[src/rtl/core/u8d_pkg.sv]
package u8d_pkg;

  // Byte boundaries of the UTF-8 lead and continuation ranges
  localparam logic [7:0] CONT_MIN   = 8'h80;
  localparam logic [7:0] CONT_END   = 8'hC0;
  localparam logic [7:0] LEAD2_MIN  = 8'hC2;
  localparam logic [7:0] LEAD3_MIN  = 8'hE0;
  localparam logic [7:0] LEAD4_MIN  = 8'hF0;
  localparam logic [7:0] LEAD4_END  = 8'hF8;

  // Overlong check masks on the second byte
  localparam logic [5:0] OVL3_MASK  = 6'h20;
  localparam logic [5:0] OVL4_MASK  = 6'h30;

  localparam int CP_W      = 21;
  localparam int COUNT_W   = 3;
  localparam int PAYLOAD_W = 7;
  localparam int CONT_W    = 6;
  localparam int PART_W    = CP_W - CONT_W;

  localparam logic [COUNT_W-1:0] LEN1 = 3'd1;
  localparam logic [COUNT_W-1:0] LEN2 = 3'd2;
  localparam logic [COUNT_W-1:0] LEN3 = 3'd3;
  localparam logic [COUNT_W-1:0] LEN4 = 3'd4;

  typedef enum logic [2:0] {
    CLS_ASCII,
    CLS_CONT,
    CLS_LEAD2,
    CLS_LEAD3,
    CLS_LEAD4,
    CLS_BAD
  } byte_cls_t;

  // Classified byte: class plus the payload bits that class carries
  typedef struct packed {
    byte_cls_t              cls;
    logic [PAYLOAD_W-1:0]   payload;
  } cls_item_t;

endpackage

[src/rtl/core/u8d_front.sv]
module u8d_front (
  input  logic                clk,
  input  logic                rst,
  input  logic [7:0]          in_byte,
  input  logic                push,
  output logic                full,
  output u8d_pkg::cls_item_t  item,
  output logic                item_valid,
  input  logic                item_take
);
  import u8d_pkg::*;

  cls_item_t   cls_in;
  cls_item_t   slot [2];
  logic        wr_ptr;
  logic        rd_ptr;
  logic [1:0]  count;
  logic        do_push;

  // Classify the raw byte; decode state is not needed here
  always_comb begin
    cls_in.payload = '0;
    if (in_byte < CONT_MIN) begin
      cls_in.cls     = CLS_ASCII;
      cls_in.payload = in_byte[6:0];
    end else if (in_byte < CONT_END) begin
      cls_in.cls     = CLS_CONT;
      cls_in.payload = {1'b0, in_byte[5:0]};
    end else if (in_byte < LEAD2_MIN) begin
      cls_in.cls     = CLS_BAD;
    end else if (in_byte < LEAD3_MIN) begin
      cls_in.cls     = CLS_LEAD2;
      cls_in.payload = {2'b0, in_byte[4:0]};
    end else if (in_byte < LEAD4_MIN) begin
      cls_in.cls     = CLS_LEAD3;
      cls_in.payload = {3'b0, in_byte[3:0]};
    end else if (in_byte < LEAD4_END) begin
      cls_in.cls     = CLS_LEAD4;
      cls_in.payload = {4'b0, in_byte[2:0]};
    end else begin
      cls_in.cls     = CLS_BAD;
    end
  end

  assign full       = (count == 2'd2);
  assign do_push    = push && !full;
  assign item_valid = (count != 2'd0);
  assign item       = slot[rd_ptr];

  always_ff @(posedge clk) begin
    if (do_push) begin
      slot[wr_ptr] <= cls_in;
    end
  end

  always_ff @(posedge clk) begin
    if (rst) begin
      wr_ptr <= 1'b0;
      rd_ptr <= 1'b0;
      count  <= 2'd0;
    end else begin
      if (do_push) wr_ptr <= ~wr_ptr;
      if (item_take) rd_ptr <= ~rd_ptr;
      count <= count + {1'b0, do_push} - {1'b0, item_take};
    end
  end

endmodule

[src/rtl/core/u8d_back.sv]
module u8d_back (
  input  logic                         clk,
  input  logic                         rst,
  input  u8d_pkg::cls_item_t           item,
  input  logic                         item_valid,
  output logic                         item_take,
  output logic [u8d_pkg::CP_W-1:0]     code_point,
  output logic [u8d_pkg::COUNT_W-1:0]  byte_count,
  output logic                         error,
  output logic                         empty,
  input  logic                         pop
);
  import u8d_pkg::*;

  typedef struct packed {
    logic [CP_W-1:0]    cp;
    logic [COUNT_W-1:0] cnt;
    logic               err;
  } result_t;

  // Decode state
  logic [1:0]          bytes_left, bytes_left_next;
  logic [COUNT_W-1:0]  seq_length, seq_length_next;
  logic [PART_W-1:0]   partial_value, partial_value_next;
  logic                lead_payload_zero, lead_payload_zero_next;

  logic                emit;
  result_t             res;
  logic [CONT_W-1:0]   cont_bits;
  logic [CONT_W-1:0]   ovl_mask;

  // Result queue
  result_t             slot [2];
  logic                wr_ptr;
  logic                rd_ptr;
  logic [1:0]          count;
  logic                do_pop;
  logic                do_write;

  assign item_take = item_valid && (count != 2'd2);
  assign cont_bits = item.payload[CONT_W-1:0];
  assign ovl_mask  = (seq_length == LEN4) ? OVL4_MASK : OVL3_MASK;

  always_comb begin
    bytes_left_next        = bytes_left;
    seq_length_next        = seq_length;
    partial_value_next     = partial_value;
    lead_payload_zero_next = lead_payload_zero;
    emit                   = 1'b0;
    res                    = '0;
    if (bytes_left == 2'd0) begin
      unique case (item.cls)
        CLS_ASCII: begin
          emit    = 1'b1;
          res.cp  = CP_W'(item.payload);
          res.cnt = LEN1;
        end
        CLS_LEAD2: begin
          seq_length_next        = LEN2;
          bytes_left_next        = 2'd1;
          partial_value_next     = PART_W'(item.payload);
          lead_payload_zero_next = 1'b0;
        end
        CLS_LEAD3: begin
          seq_length_next        = LEN3;
          bytes_left_next        = 2'd2;
          partial_value_next     = PART_W'(item.payload);
          lead_payload_zero_next = (item.payload[3:0] == 4'd0);
        end
        CLS_LEAD4: begin
          seq_length_next        = LEN4;
          bytes_left_next        = 2'd3;
          partial_value_next     = PART_W'(item.payload);
          lead_payload_zero_next = (item.payload[2:0] == 3'd0);
        end
        default: begin
          emit    = 1'b1;
          res.err = 1'b1;
        end
      endcase
    end else if ((item.cls != CLS_CONT) ||
                 (lead_payload_zero && ((cont_bits & ovl_mask) == '0))) begin
      // bad continuation or overlong form: drop the sequence
      emit                   = 1'b1;
      res.err                = 1'b1;
      bytes_left_next        = 2'd0;
      seq_length_next        = '0;
      partial_value_next     = '0;
      lead_payload_zero_next = 1'b0;
    end else begin
      lead_payload_zero_next = 1'b0;
      partial_value_next     = PART_W'({partial_value, cont_bits});
      bytes_left_next        = bytes_left - 2'd1;
      if (bytes_left == 2'd1) begin
        emit                   = 1'b1;
        res.cp                 = {partial_value, cont_bits};
        res.cnt                = seq_length;
        seq_length_next        = '0;
        partial_value_next     = '0;
      end
    end
  end

  always_ff @(posedge clk) begin
    if (rst) begin
      bytes_left        <= 2'd0;
      seq_length        <= '0;
      partial_value     <= '0;
      lead_payload_zero <= 1'b0;
    end else if (item_take) begin
      bytes_left        <= bytes_left_next;
      seq_length        <= seq_length_next;
      partial_value     <= partial_value_next;
      lead_payload_zero <= lead_payload_zero_next;
    end
  end

  assign do_write   = item_take && emit;
  assign empty      = (count == 2'd0);
  assign do_pop     = pop && !empty;
  assign code_point = slot[rd_ptr].cp;
  assign byte_count = slot[rd_ptr].cnt;
  assign error      = slot[rd_ptr].err;

  always_ff @(posedge clk) begin
    if (do_write) begin
      slot[wr_ptr] <= res;
    end
  end

  always_ff @(posedge clk) begin
    if (rst) begin
      wr_ptr <= 1'b0;
      rd_ptr <= 1'b0;
      count  <= 2'd0;
    end else begin
      if (do_write) wr_ptr <= ~wr_ptr;
      if (do_pop) rd_ptr <= ~rd_ptr;
      count <= count + {1'b0, do_write} - {1'b0, do_pop};
    end
  end

endmodule

[src/rtl/core/utf8_stream_decoder.sv]
// UTF-8 stream decoder: one raw byte in per transaction, at most one
// decoded result out per completed or failed sequence.
// Input side is a queue: drive in_byte and push; the transaction happens
// at a clock edge where push is high and full is low.
// Output side is a queue too: while empty is low, code_point, byte_count
// and error show the oldest result; pop high at an edge takes it.
// Errors (bad lead, bad continuation, overlong form) give one result with
// error set, code_point and byte_count zero, and leave the decoder idle.
// Order: a sequence's final byte waits in the front byte queue; the decode
// step then writes its result into the result queue, where it shows.
// Throughput: one byte per clock while the result queue has room; the
// back stage updates the decode state for each byte it takes.
// Stall: the two-entry result queue fills, the decode stage halts, the
// two-entry byte queue behind it fills, and full rises. Nothing is lost.
// Reset (rst, synchronous): both queues are emptied and the decoder is
// idle with no partial sequence; full and empty read 0 and 1 afterward.
module utf8_stream_decoder (
  input  logic                         clk,
  input  logic                         rst,
  input  logic [7:0]                   in_byte,
  input  logic                         push,
  output logic                         full,
  output logic [u8d_pkg::CP_W-1:0]     code_point,
  output logic [u8d_pkg::COUNT_W-1:0]  byte_count,
  output logic                         error,
  output logic                         empty,
  input  logic                         pop
);
  import u8d_pkg::*;

  cls_item_t  item;
  logic       item_valid;
  logic       item_take;

  // Front: take bytes, classify, hold in a short queue
  u8d_front u_front (
    .clk        (clk),
    .rst        (rst),
    .in_byte    (in_byte),
    .push       (push),
    .full       (full),
    .item       (item),
    .item_valid (item_valid),
    .item_take  (item_take)
  );

  // Back: sequence tracking and the result queue
  u8d_back u_back (
    .clk        (clk),
    .rst        (rst),
    .item       (item),
    .item_valid (item_valid),
    .item_take  (item_take),
    .code_point (code_point),
    .byte_count (byte_count),
    .error      (error),
    .empty      (empty),
    .pop        (pop)
  );

  // Error results carry no code point and no length
  assert property (@(posedge clk) disable iff (rst)
    (!empty && error) |-> (code_point == '0 && byte_count == '0))
    else $error("error result with nonzero payload");

  // Good results have a length from one to four
  assert property (@(posedge clk) disable iff (rst)
    (!empty && !error) |-> (byte_count != '0 && byte_count <= LEN4))
    else $error("bad byte_count on good result");

  // Single-byte results are ASCII, two-byte results are not overlong
  assert property (@(posedge clk) disable iff (rst)
    (!empty && !error && byte_count == LEN1) |-> (code_point < 21'h80))
    else $error("one-byte result out of ASCII range");

  assert property (@(posedge clk) disable iff (rst)
    (!empty && !error && byte_count == LEN2) |->
      (code_point >= 21'h80 && code_point < 21'h800))
    else $error("two-byte result out of range");

  // Reset leaves both queues empty
  assert property (@(posedge clk) $past(rst) |-> (empty && !full))
    else $error("queues not empty after reset");

endmodule

[config.mk]
export PLATFORM = sky130hd
export DESIGN_NAME = utf8_stream_decoder
export DESIGN_NICKNAME = d
export VERILOG_FILES = /design/src/rtl/core/u8d_pkg.sv /design/src/rtl/core/u8d_front.sv /design/src/rtl/core/u8d_back.sv /design/src/rtl/core/utf8_stream_decoder.sv
export SDC_FILE = /design/constraint.sdc
export NUM_CORES = 1
export LEC_CHECK = 0
export BUFFER_PORTS_ARGS = -buffer_cell sky130_fd_sc_hd__buf_2
export CAP_MARGIN = 25
export CORE_ASPECT_RATIO = 0.8
export CORE_MARGIN = 10
export CORE_UTILIZATION = 59
export CTS_CLUSTER_DIAMETER = 150
export DETAILED_ROUTE_END_ITERATION = 10
export PLACE_DENSITY_LB_ADDON = 0.1
export SYNTH_ARGS = -nofsm -noshare
export SYNTH_HDL_FRONTEND = slang
export SYNTH_SLANG_ARGS = --single-unit
[constraint.sdc]
create_clock -name clk -period 4.45 [get_ports clk]
set_input_delay 0.6675 -clock clk [delete_from_list [all_inputs] [get_ports clk]]
set_output_delay 0.6675 -clock clk [all_outputs]
set_load 0.02 [all_outputs]
==> flow_metrics.env, run 1 <==
export IMPL_worst_pin_slew_ns=0.812
export IMPL_drv_cap=0
export IMPL_worst_slack_ns=1.56
export IMPL_cts_repair_resized=0
export IMPL_dr_max_layer_used="met4"
export IMPL_synthSimpleGateAreaFrac=0.133
export IMPL_p_sw_w=0.00126
export IMPL_ff2ff_path_depth=5
export IMPL_syn_num_nets=366
export IMPL_core_area_sq_mm=0.00732
export IMPL_worstPathRequired_ns=4.49
export IMPL_drc=0
export IMPL_cp_arrival_ns=2.94
export IMPL_setup_tns_ns=0
export IMPL_cts_setup_buffers=0
export IMPL_internal_power_w=0.00198
export IMPL_cts_tree="done"
export IMPL_grt_max_degree=34
export IMPL_port_buffers=38
export IMPL_slew_viol_final=0
export IMPL_synth_xor_area_share=0.0140
export IMPL_status="complete, no violations"
export IMPL_worstReg2RegEnd="u_back.slot[1][22]$_DFFE_PP_"
export IMPL_synth_compound_area_frac=0.0966
export IMPL_clk_pin_slew_worst_paths_ns=0.10
export IMPL_wl_met2_um=3970
export IMPL_synth_adder_area_share=0.0171
export IMPL_gp_congestion=0.906
export IMPL_hold_violations=0
export IMPL_synthArstFlopShare=0
export IMPL_gr_total_overflow=0
export IMPL_synthToLayoutAreaGrowth_pct=10.9
export IMPL_cts_sinks=101
export IMPL_fmax_mhz=346
export IMPL_synth_avg_cell_area_sq_um=12.6
export IMPL_post_place_ws_ns=1.59
export IMPL_irDropWorstVdd_mv=0.439
export IMPL_grt_usage=0.154
export IMPL_viasPerCell=5.83
export IMPL_hold_class="flop to flop"
export IMPL_cp_slowest_cell="dfxtp_1"
export IMPL_place_inst=462
export IMPL_syn_inst=348
export IMPL_reg2reg_slack_ns=1.56
export IMPL_io_pins=39
export IMPL_cts_buffers=9
export IMPL_synth_top_family_by_area="simple AND/OR/NAND/NOR gates"
export IMPL_worst_skew_pair_late_latency_ns=0.37
export IMPL_vias=2788
export IMPL_dp_final_hpwl_um=5740
export IMPL_dr_pass1_iters=4
export IMPL_cp_start_kind="flop"
export IMPL_routed_wl_um=8270
export IMPL_p_leak_nw=1.74
export IMPL_route_layer_met1_wl_um=3730
export IMPL_drt_initial_drc_count=173
export IMPL_hold_worst_slack_ns=0.476
export IMPL_slowest_delay_ns=0.79
export IMPL_antenna_cells=0
export IMPL_setup_viol=0
export IMPL_die_h_um=97.2
export IMPL_post_drt_wl_per_cell_um=17.3
export IMPL_grt_first_pass_wirelength_um=14000
export IMPL_crit_path_end_kind="flop"
export IMPL_swShare=0.388
export IMPL_nNetsFinal=401
export IMPL_grt_pass1_vias=2781
export IMPL_powerDensity_mw_per_mm2=666
export IMPL_ys_ff_latch=101
export IMPL_synth_edf_count=70
export IMPL_max_clock_path_buffers=2
export IMPL_start_util=0.600
export IMPL_synthMuxAreaShare=0.0883
export IMPL_min_period_over_period=0.650
export IMPL_clockRootBuffer="clkbuf_8"
export IMPL_final_antenna_net_count=0
export IMPL_p_comb_frac=0.398
export IMPL_synth_ff_type="edfxtp_1"
export IMPL_critPathMaxFanout=22
export IMPL_hold_buffers=0
export IMPL_period_minus_slack_ns=2.89
export IMPL_hold_depth=2
export IMPL_drive_gt1_frac=0.247
export IMPL_pwr_share_clk=0.171
export IMPL_rows=28
export IMPL_wl_met3_um=472
export IMPL_criticalPathCategory="flop to flop"
export IMPL_slew_headroom=0.456
export IMPL_die_w_um=116
export IMPL_die_area_sq_mm=0.0113
export IMPL_rsz0062_at_grt="false"
export IMPL_final_cells=478
export IMPL_seqPwrFrac=0.431
export IMPL_yosysTopAreaCellShare=0.479
export IMPL_synth_area_top_cells="edfxtp_1, dfxtp_1, mux2_2"
export IMPL_ys_seq_area_frac=0.620
export IMPL_finClkSkew_ns=0.0129
export IMPL_htreeDepth=3
export IMPL_path_cells="mux2i_1 -> o311a_4 -> o221ai_1 -> a21boi_2 -> buf_4"
export IMPL_antenna_found_initial=0
export IMPL_synth_top_cell_by_area="edfxtp_1"
export IMPL_crit_end="u_back.slot[1][22]$_DFFE_PP_"
export IMPL_ys_types=53
export IMPL_syn_area_sq_mm=0.00439
export IMPL_yosysWarningCount=0
-- sequential cells by signal, summed over array words and instances, names as in the netlist, named ones only --
register	cells
u_front.rd_ptr	1
u_back.count	2
u_back.wr_ptr	1
u_front.slot	20
u_back.bytes_left	2
u_back.slot	50
u_front.wr_ptr	1
u_back.rd_ptr	1
u_front.count	2
u_back.lead_payload_zero	1
u_back.seq_length	3
u_back.partial_value	15
-- layout make-up --
cell class / instances / area (sq um)
repair buffers: 44 / 259
well taps: 90 / 113
fillers: 559 / 2450
clock inverters: 6 / 55.1
flip-flops and latches: 101 / 2720
inverters: 12 / 45.0
clock buffers: 10 / 138
multi-input cells: 215 / 1540
-- logic make-up (layout without fill, tap and decap cells) --
group                    after synthesis  count (layout)
buffers and inverters                 32              72
XOR/XNOR                               7               7
flip-flops                           101             101
AND/OR/NAND/NOR                       99              99
adder cells (fa/ha/maj)                6               6
AO/OA/AOI/OAI                         68              68
multiplexers                          35              35
-- routing by layer --
metal,vias up,global-route usage
li1,1360,-
met3,11,0.0469
met4,0,0.0432
met5,-,0
met2,78,0.238
met1,1339,0.205
-- metrics by stage --
step	instance area, sq um	util	total power [W]
3_3_place_gp	4640	0.633	0.00266
3_5_place_dp	4680	0.639	0.00272
5_1_grt	4870	0.665	0.00346
2_1_floorplan	4390	-	0.00233
6_report	4870	0.665	0.00325
4_1_cts	4870	0.665	0.00327
-- how the worst min path moves through the flow --
| stage | startpoint | endpoint |
|---|---|---|
| 6_report | u_back.partial_value[11]$_SDFFE_PP0P_ | u_back.partial_value[11]$_SDFFE_PP0P_ |
| 5_1_grt | u_back.partial_value[12]$_SDFFE_PP0P_ | u_back.partial_value[12]$_SDFFE_PP0P_ |
| 4_1_cts | u_back.partial_value[11]$_SDFFE_PP0P_ | u_back.partial_value[11]$_SDFFE_PP0P_ |
| 3_5_place_dp | u_back.partial_value[11]$_SDFFE_PP0P_ | u_back.partial_value[11]$_SDFFE_PP0P_ |
| 3_3_place_gp | u_back.partial_value[10]$_SDFFE_PP0P_ | u_back.partial_value[10]$_SDFFE_PP0P_ |
| 2_1_floorplan | u_back.partial_value[10]$_SDFFE_PP0P_ | u_back.partial_value[10]$_SDFFE_PP0P_ |
-- synth_stat cells, types with 2 or more instances --
cell type	n
or2_2	2
edfxtp_1	70
nand2b_1	2
a21oi_1	24
ha_1	6
o21ai_0	20
and2_1	21
nor2b_1	7
nand3_1	3
nand4b_1	7
nand2_1	10
nor2_1	23
or3_1	2
a211oi_1	2
dfxtp_1	31
nor3b_1	2
o31ai_1	3
a32oi_1	2
clkbuf_1	12
buf_2	5
xor2_1	3
a311oi_1	2
xnor2_1	4
nor3_1	2
inv_1	12
a31oi_1	2
nand4_1	10
mux2_2	27
a21boi_0	2
mux2i_1	7
-- power by group through the flow --
stage | clock network [W] | registers [W] | logic (W)
2_1_floorplan | 0 | 0.00137 | 0.000966
3_3_place_gp | 0 | 0.00143 | 0.00123
3_5_place_dp | 0 | 0.00142 | 0.00130
4_1_cts | 0.000567 | 0.00140 | 0.00131
5_1_grt | 0.000600 | 0.00143 | 0.00143
6_report | 0.000555 | 0.00140 | 0.00129
-- cell usage in the layout, fill, tap and decap left out, types with 10 or more instances in the layout --
cell	count
clkbuf_8	10
dfxtp_1	31
and2_1	21
a21oi_1	23
nand2_1	10
mux2_2	27
buf_2	38
o21ai_0	19
inv_1	12
edfxtp_1	70
nand4_1	10
nor2_1	23
-- critical path, delay by kind of cell, from the launching register on --
| family | cells | cell delay (ns) |
|---|---|---|
| mux | 1 | 0.48 |
| compound gates | 3 | 0.91 |
| buf+inv | 1 | 0.38 |
| flops | 1 | 0.79 |
(Power assumes the default switching activity.)
==> inputs of run 2 (changes only) <==
ABC_AREA = 1   (was unset)
CORE_UTILIZATION = 53   (was 59)
clock period = 2.4 ns   (was 4.45 ns; I/O delays follow)
==> run 2 against run 1 <==
Against the previous run: register-to-register slack worse by 1.4 ns; maximum frequency increased by 29%; critical endpoint is now u_back.count[1]$_SDFF_PP0_; clock-buffer cell count rose by 1.
==> flow_metrics.env, run 2 <==
export IMPL_gr_total_overflow=0
export IMPL_pwr_share_clk=0.154
export IMPL_synth_xor_area_share=0.00385
export IMPL_yosysWarningCount=0
export IMPL_htreeDepth=3
export IMPL_drc=0
export IMPL_cp_top_family="simple AND/OR/NAND/NOR gates"
export IMPL_cts_buffers=9
export IMPL_p_leak_nw=2.04
export IMPL_start_util=0.540
export IMPL_use_met2=0.217
export IMPL_internal_power_w=0.00389
export IMPL_regMostFlops="u_back.slot"
export IMPL_p_sw_w=0.00261
export IMPL_cp_slowest_cell="dfxtp_1"
export IMPL_p_comb_frac=0.441
export IMPL_layout_commonest_cell="edfxtp_1"
export IMPL_worstPathRequired_ns=2.64
export IMPL_place_inst=571
export IMPL_min_period_over_period=0.931
export IMPL_vias=2869
export IMPL_synth_top_family_by_area="simple AND/OR/NAND/NOR gates"
export IMPL_criticalPathCategory="flop to flop"
export IMPL_core_area_sq_mm=0.00841
export IMPL_synth_ff_type="edfxtp_1"
export IMPL_power_w=0.00650
export IMPL_reg2reg_slack_ns=0.16
export IMPL_ys_top_cells_by_count="edfxtp_1, inv_1, nor2_1"
export IMPL_grt_first_pass_wirelength_um=13500
export IMPL_crit_buf_inv=3
export IMPL_crit_top_cell="nand2_1"
export IMPL_hold_class="input port to flop"
export IMPL_reg_top3="u_back.slot: 50 flops, u_front.slot: 20 flops, u_back.partial_value: 15 flops"
export IMPL_cts_sinks=101
export IMPL_rows=30
export IMPL_critPathMaxFanout=12
export IMPL_antenna_cells=0
export IMPL_seq_area_sq_mm=0.00272
export IMPL_min_to="u_front.slot[0][6]$_DFFE_PP_"
export IMPL_synthArstFlopShare=0
export IMPL_cp_start_kind="flop"
export IMPL_synth_compound_area_frac=0.0790
export IMPL_post_drt_wl_per_cell_um=13.4
export IMPL_ys_ff_latch=101
export IMPL_grt_usage=0.135
export IMPL_io_pins=39
export IMPL_powerDensity_mw_per_mm2=1280
export IMPL_period_minus_slack_ns=2.24
export IMPL_syn_num_nets=441
export IMPL_path_cells="inv_2 -> nand2_1 -> nand2_4 -> inv_2 -> nor2_4 -> nand2_2 -> nand2_1 -> nand2_1 -> nand2_1 -> inv_1 -> ha_1 -> xor2_1 -> o21ai_0 -> a21oi_1"
export IMPL_dp_final_hpwl_um=5490
export IMPL_ff2ff_path_depth=14
export IMPL_ys_types=33
export IMPL_worst_skew_pair_late_latency_ns=0.36
export IMPL_grt_max_degree=26
export IMPL_yosysMostFrequentCell="edfxtp_1"
export IMPL_cts_tree="done"
export IMPL_finClkSkew_ns=0.00967
export IMPL_routed_wl_um=7890
export IMPL_final_cells=587
export IMPL_synth_edf_count=70
export IMPL_min_from="in_byte[7]"
export IMPL_clk_pin_slew_worst_paths_ns=0.09
export IMPL_die_w_um=124
export IMPL_synth_adder_area_share=0.0165
export IMPL_nNetsFinal=488
export IMPL_hold_depth=2
export IMPL_largest_reg_flops=50
export IMPL_slew_viol_final=0
export IMPL_synthMuxAreaShare=0.0619
export IMPL_swShare=0.401
export IMPL_met3_usage=0.0334
export IMPL_cts_setup_buffers=0
export IMPL_hold_buffers=0
export IMPL_fmax_mhz=447
export IMPL_synthSimpleGateAreaFrac=0.169
export IMPL_slew_headroom=0.592
export IMPL_synth_avg_cell_area_sq_um=10.7
export IMPL_fillers=723
export IMPL_grt_pass1_vias=2856
export IMPL_port_buffers=38
export IMPL_crit_path_end_kind="flop"
export IMPL_synth_area_top_cells="edfxtp_1, dfxtp_1, mux2_2"
export IMPL_setup_tns_ns=0
export IMPL_rsz0062_at_grt="false"
export IMPL_yosysTopAreaCellShare=0.463
export IMPL_multi_input_area_sq_mm=0.00150
export IMPL_seqPwrFrac=0.405
export IMPL_synthToLayoutAreaGrowth_pct=11.9
export IMPL_worst_pin_slew_ns=0.606
export IMPL_gp_congestion=0.874
export IMPL_antenna_found_initial=0
export IMPL_cts_repair_resized=0
export IMPL_die_area_sq_mm=0.0127
export IMPL_drv_cap=0
export IMPL_synth_top_cell_by_area="edfxtp_1"
export IMPL_status="complete, no violations"
export IMPL_die_h_um=103
export IMPL_syn_inst=423
export IMPL_dr_pass1_iters=4
export IMPL_worstReg2RegEnd="u_back.count[1]$_SDFF_PP0_"
export IMPL_hold_violations=0
export IMPL_use_met1=0.171
export IMPL_cp_arrival_ns=2.48
export IMPL_slowest_delay_ns=0.41
export IMPL_drt_initial_drc_count=228
export IMPL_irDropWorstVdd_mv=0.672
export IMPL_ys_seq_area_frac=0.599
export IMPL_drive_gt1_frac=0.278
export IMPL_setup_viol=0
export IMPL_final_antenna_net_count=0
export IMPL_mostFrequentLayoutCells="edfxtp_1, inv_1, nor2_1, nand2_1, buf_2"
export IMPL_design_area_sq_mm=0.00509
export IMPL_max_clock_path_buffers=2
export IMPL_clockRootBuffer="clkbuf_8"
export IMPL_syn_area_sq_mm=0.00454
export IMPL_grt_busiest_layer="met2"
export IMPL_viasPerCell=4.89
export IMPL_post_dp_cell_area_sq_mm=0.00489
export IMPL_hold_worst_slack_ns=0.316
==> run 2: cell count changes in the layout (fill, tap and decap cells not counted), moves of 6 or more <==
cell / before / now
inv_1: 12 / 62
nand2_1: 10 / 51
nor2_1: 23 / 56
and2_1: 21 / 0
nand2_2: 0 / 13
nand3_1: 3 / 13
nand4_1: 10 / 2
mux2i_1: 7 / 0
nand4b_1: 7 / 0
nor2b_1: 7 / 0
a21oi_2: 1 / 7
nand2_4: 0 / 6
==> run 2: how the worst max path moves through the flow <==
stage                     startpoint  cells after the start                           to  slack, ns
after detailed placement        flop                     14   u_back.count[1]$_SDFF_PP0_       0.20
after global routing            flop                     14   u_back.count[1]$_SDFF_PP0_       0.02
after global placement          flop                     14   u_back.count[1]$_SDFF_PP0_       0.26
after CTS                       flop                     14   u_back.count[1]$_SDFF_PP0_       0.17
after floorplan                 flop                     11  u_back.slot[0][0]$_DFFE_PP_       0.14
final                           flop                     14   u_back.count[1]$_SDFF_PP0_       0.16
==> run 2: routing by layer <==
layer	vias up	part of all wire
met5	-	0
li1	1491	-
met3	15	0.043
met2	51	0.46
met1	1312	0.48
met4	0	0.019
==> run 2: power by group through the flow <==
stage | clock network (W) | registers, W | logic (W)
2_1_floorplan | 0 | 0.00262 | 0.00222
3_3_place_gp | 0 | 0.00266 | 0.00287
3_5_place_dp | 0 | 0.00268 | 0.00290
4_1_cts | 0.00103 | 0.00264 | 0.00292
5_1_grt | 0.00111 | 0.00268 | 0.00322
6_report | 0.00100 | 0.00263 | 0.00286
==> run 2: stage by stage <==
step | setup slack, ns | util
finish | 0.165 | 0.605
detailed placement | 0.196 | 0.582
global route | 0.0217 | 0.605
CTS | 0.169 | 0.605
floorplan | 0.139 | -
global placement | 0.256 | 0.582
==> run 2: kinds of logic after synthesis <==
kind of cell               count (synthesis)
AOI/OAI and AO/OA                         58
buffers and inverters                     76
adders and majority gates                  6
muxes                                     25
xor gates and xnor gates                   2
DFF                                      101
and+or+nand+nor                          155
==> run 2: area by class of cell <==
type / count / share of cell area
Sequential cell: 101 / 0.535
Multi-Input combinational cell: 246 / 0.296
Timing Repair Buffer: 47 / 0.0556
Inverter: 65 / 0.0480
Clock buffer: 11 / 0.0298
Tap cell: 112 / 0.0275
Clock inverter: 5 / 0.00836
==> inputs of run 3 (changes only) <==
CORE_UTILIZATION = 54   (was 53)
SYNTH_HIERARCHICAL = 1   (was unset)
==> run 3 against run 2 <==
Against the previous run: flip-flop and latch count did not move; critical path type unchanged; highest routed layer unchanged; maximum frequency fell by 0.49%; non-clock buffer count rose by 7; clock power rose by 9%; critical path depth rose by 2; clock skew rose by 0.0014 ns; synthesized cell count rose by 5.4%; worst setup slack got worse by 0.011 ns.
==> flow_metrics.env, run 3 <==
export IMPL_synthToLayoutAreaGrowth_pct=12.5
export IMPL_cp_start_kind="flop"
export IMPL_hold_buffers=0
export IMPL_fillers=698
export IMPL_synth_area_top_cells="edfxtp_1, dfxtp_1, nor2_1"
export IMPL_finClkSkew_ns=0.0111
export IMPL_worst_skew_pair_late_latency_ns=0.36
export IMPL_cts_sinks=101
export IMPL_cp_slowest_cell="dfxtp_1"
export IMPL_dp_final_hpwl_um=6280
export IMPL_period_minus_slack_ns=2.25
export IMPL_reg2reg_slack_ns=0.15
export IMPL_die_h_um=103
export IMPL_criticalPathCategory="flop to flop"
export IMPL_gp_congestion=0.902
export IMPL_slowest_delay_ns=0.34
export IMPL_grt_usage=0.137
export IMPL_reg_top3="u_back/slot: 50 flops, u_front/slot: 20 flops, u_back/partial_value: 15 flops"
export IMPL_wl_met2_um=3930
export IMPL_start_util=0.554
export IMPL_largest_reg_flops=50
export IMPL_synth_ff_type="edfxtp_1"
export IMPL_htreeDepth=3
export IMPL_layout_commonest_cell="nor2_1"
export IMPL_critPathMaxFanout=4
export IMPL_final_antenna_net_count=0
export IMPL_post_dp_cell_area_sq_mm=0.00507
export IMPL_wl_met3_um=418
export IMPL_post_drt_wl_per_cell_um=13.9
export IMPL_synth_top_cell_by_area="edfxtp_1"
export IMPL_design_area_sq_mm=0.00529
export IMPL_port_buffers=38
export IMPL_crit_top_cell="nand2_1"
export IMPL_synth_edf_count=70
export IMPL_powerDensity_mw_per_mm2=1230
export IMPL_synth_avg_cell_area_sq_um=10.5
export IMPL_die_w_um=124
export IMPL_drc=0
export IMPL_syn_area_sq_mm=0.00470
export IMPL_fin_util=0.623
export IMPL_nNetsFinal=513
export IMPL_drt_initial_drc_count=250
export IMPL_hold_class="input port to flop"
export IMPL_viasPerCell=4.99
export IMPL_grt_max_degree=26
export IMPL_slew_viol_final=0
export IMPL_path_cells="buf_4 -> mux2_4 -> nand2_1 -> inv_1 -> nand2_1 -> nand2_1 -> nand2_4 -> nand2_1 -> nand2_2 -> nand2_2 -> ha_1 -> inv_1 -> ha_1 -> xor2_1 -> o21ai_0 -> a21oi_1"
export IMPL_ys_seq_area_frac=0.579
export IMPL_syn_inst=446
export IMPL_irDropWorstVdd_mv=0.577
export IMPL_worstReg2RegEnd="u_back/count[1]$_SDFF_PP0_"
export IMPL_cts_buffers=9
export IMPL_rows=30
export IMPL_cts_repair_resized=0
export IMPL_cts_tree="done"
export IMPL_ys_top_cells_by_count="nor2_1, edfxtp_1, nand2_1"
export IMPL_clockRootBuffer="clkbuf_8"
export IMPL_grt_pass1_vias=2978
export IMPL_min_to="u_front/slot[0][7]$_DFFE_PP_"
export IMPL_dr_pass1_iters=4
export IMPL_ff2ff_path_depth=16
export IMPL_ys_types=36
export IMPL_die_area_sq_mm=0.0129
export IMPL_min_from="in_byte[7]"
export IMPL_setup_tns_ns=0
export IMPL_gr_total_overflow=0
export IMPL_rsz0062_at_grt="false"
export IMPL_worstPathRequired_ns=2.66
export IMPL_min_period_over_period=0.936
export IMPL_hold_depth=3
export IMPL_antenna_cells=0
export IMPL_max_clock_path_buffers=2
export IMPL_yosysMostFrequentCell="nor2_1"
export IMPL_clk_pin_slew_worst_paths_ns=0.10
export IMPL_setup_viol=0
export IMPL_hold_violations=0
export IMPL_regMostFlops="u_back/slot"
export IMPL_route_layer_met1_wl_um=4100
export IMPL_p_leak_nw=2.11
export IMPL_vias=3054
export IMPL_yosysTopAreaCellShare=0.447
export IMPL_dr_max_layer_used="met4"
export IMPL_ys_ff_latch=101
export IMPL_place_inst=596
export IMPL_final_cells=612
export IMPL_core_area_sq_mm=0.00848
export IMPL_syn_num_nets=464
export IMPL_status="complete, no violations"
export IMPL_cp_arrival_ns=2.50
export IMPL_slew_headroom=0.554
export IMPL_crit_path_end_kind="flop"
export IMPL_drive_gt1_frac=0.274
export IMPL_antenna_found_initial=0
export IMPL_io_pins=39
export IMPL_mostFrequentLayoutCells="nor2_1, edfxtp_1, nand2_1, inv_1, buf_2"
export IMPL_drv_cap=0
export IMPL_grt_first_pass_wirelength_um=14300
export IMPL_fmax_mhz=445
export IMPL_worst_pin_slew_ns=0.668
export IMPL_yosysWarningCount=6
export IMPL_synthArstFlopShare=0
export IMPL_cts_setup_buffers=0
export IMPL_routed_wl_um=8540
run 3: cell types whose count changed after synthesis, moves of 7 or more:
cell | before | now
a21oi_2 | 7 | 0
inv_1 | 62 | 52
mux2_4 | 0 | 10
nand2_1 | 51 | 60
nand2_2 | 13 | 4
nand4_1 | 2 | 10
nor2_1 | 57 | 76
nor2_4 | 3 | 12
o21ai_0 | 16 | 9
run 3: critical path: cells and delay by family (launching register included):
kind / cells / cell delay, ns
and+or+nand+nor: 7 / 0.51
adders and majority gates: 2 / 0.44
DFF: 1 / 0.34
muxes: 1 / 0.31
buffers and inverters: 3 / 0.20
AOI/OAI and AO/OA: 2 / 0.19
xor gates and xnor gates: 1 / 0.16
run 3: final cells by class:
cell class / count / area (sq um) / area share
Timing Repair Buffer: 54 / 335 / 0.0634
Tap cell: 112 / 140 / 0.0265
Inverter: 59 / 221 / 0.0419
Multi-Input combinational cell: 270 / 1660 / 0.314
Clock buffer: 9 / 124 / 0.0234
Sequential cell: 101 / 2720 / 0.515
Clock inverter: 7 / 81.3 / 0.0154
run 3: power breakdown:
part           internal, W  switching, W  total (W)  leakage [nW]
Clock             0.000494      0.000592    0.00109         0.100
Sequential         0.00242      0.000171    0.00259         0.908
Combinational      0.00105       0.00178    0.00282          1.10
Total              0.00396       0.00254    0.00650          2.11
run 3: kinds of logic (layout without fill, tap and decap cells):
kind of cell             count (synthesis)  in the layout  synth area share
flip-flops                             101            101             0.579
multiplexers                            35             35            0.0919
AO/OA/AOI/OAI                           39             39            0.0455
buffers and inverters                   75            129            0.0708
AND/OR/NAND/NOR                        187            187             0.191
adder cells (fa/ha/maj)                  6              6            0.0160
XOR/XNOR                                 3              3           0.00559
run 3: metrics by stage:
stage | worst slack [ns] | total power [W] | hold slack [ns]
floorplan | 0.0636 | 0.00465 | 0.426
global placement | 0.157 | 0.00540 | 0.438
detailed placement | 0.101 | 0.00546 | 0.452
CTS | 0.0956 | 0.00656 | 0.317
global route | 0.00456 | 0.00698 | 0.337
finish | 0.154 | 0.00650 | 0.330
run 3: worst max-delay path by stage:
stage | depth (start not counted) | slack [ns] | from | to
2_1_floorplan | 13 | 0.06 | flop | u_back/count[1]$_SDFF_PP0_
3_3_place_gp | 16 | 0.16 | flop | u_back/count[1]$_SDFF_PP0_
3_5_place_dp | 15 | 0.10 | flop | u_back/count[1]$_SDFF_PP0_
4_1_cts | 15 | 0.1 | flop | u_back/count[1]$_SDFF_PP0_
5_1_grt | 13 | 0.005 | flop | u_back/count[1]$_SDFF_PP0_
6_report | 16 | 0.15 | flop | u_back/count[1]$_SDFF_PP0_
run 3: per-layer routing:
| layer | GRT usage | vias up |
|---|---|---|
| met5 | 0 | - |
| met4 | 0.0402 | 0 |
| met3 | 0.0352 | 8 |
| met2 | 0.228 | 63 |
| met1 | 0.174 | 1412 |
| li1 | - | 1571 |
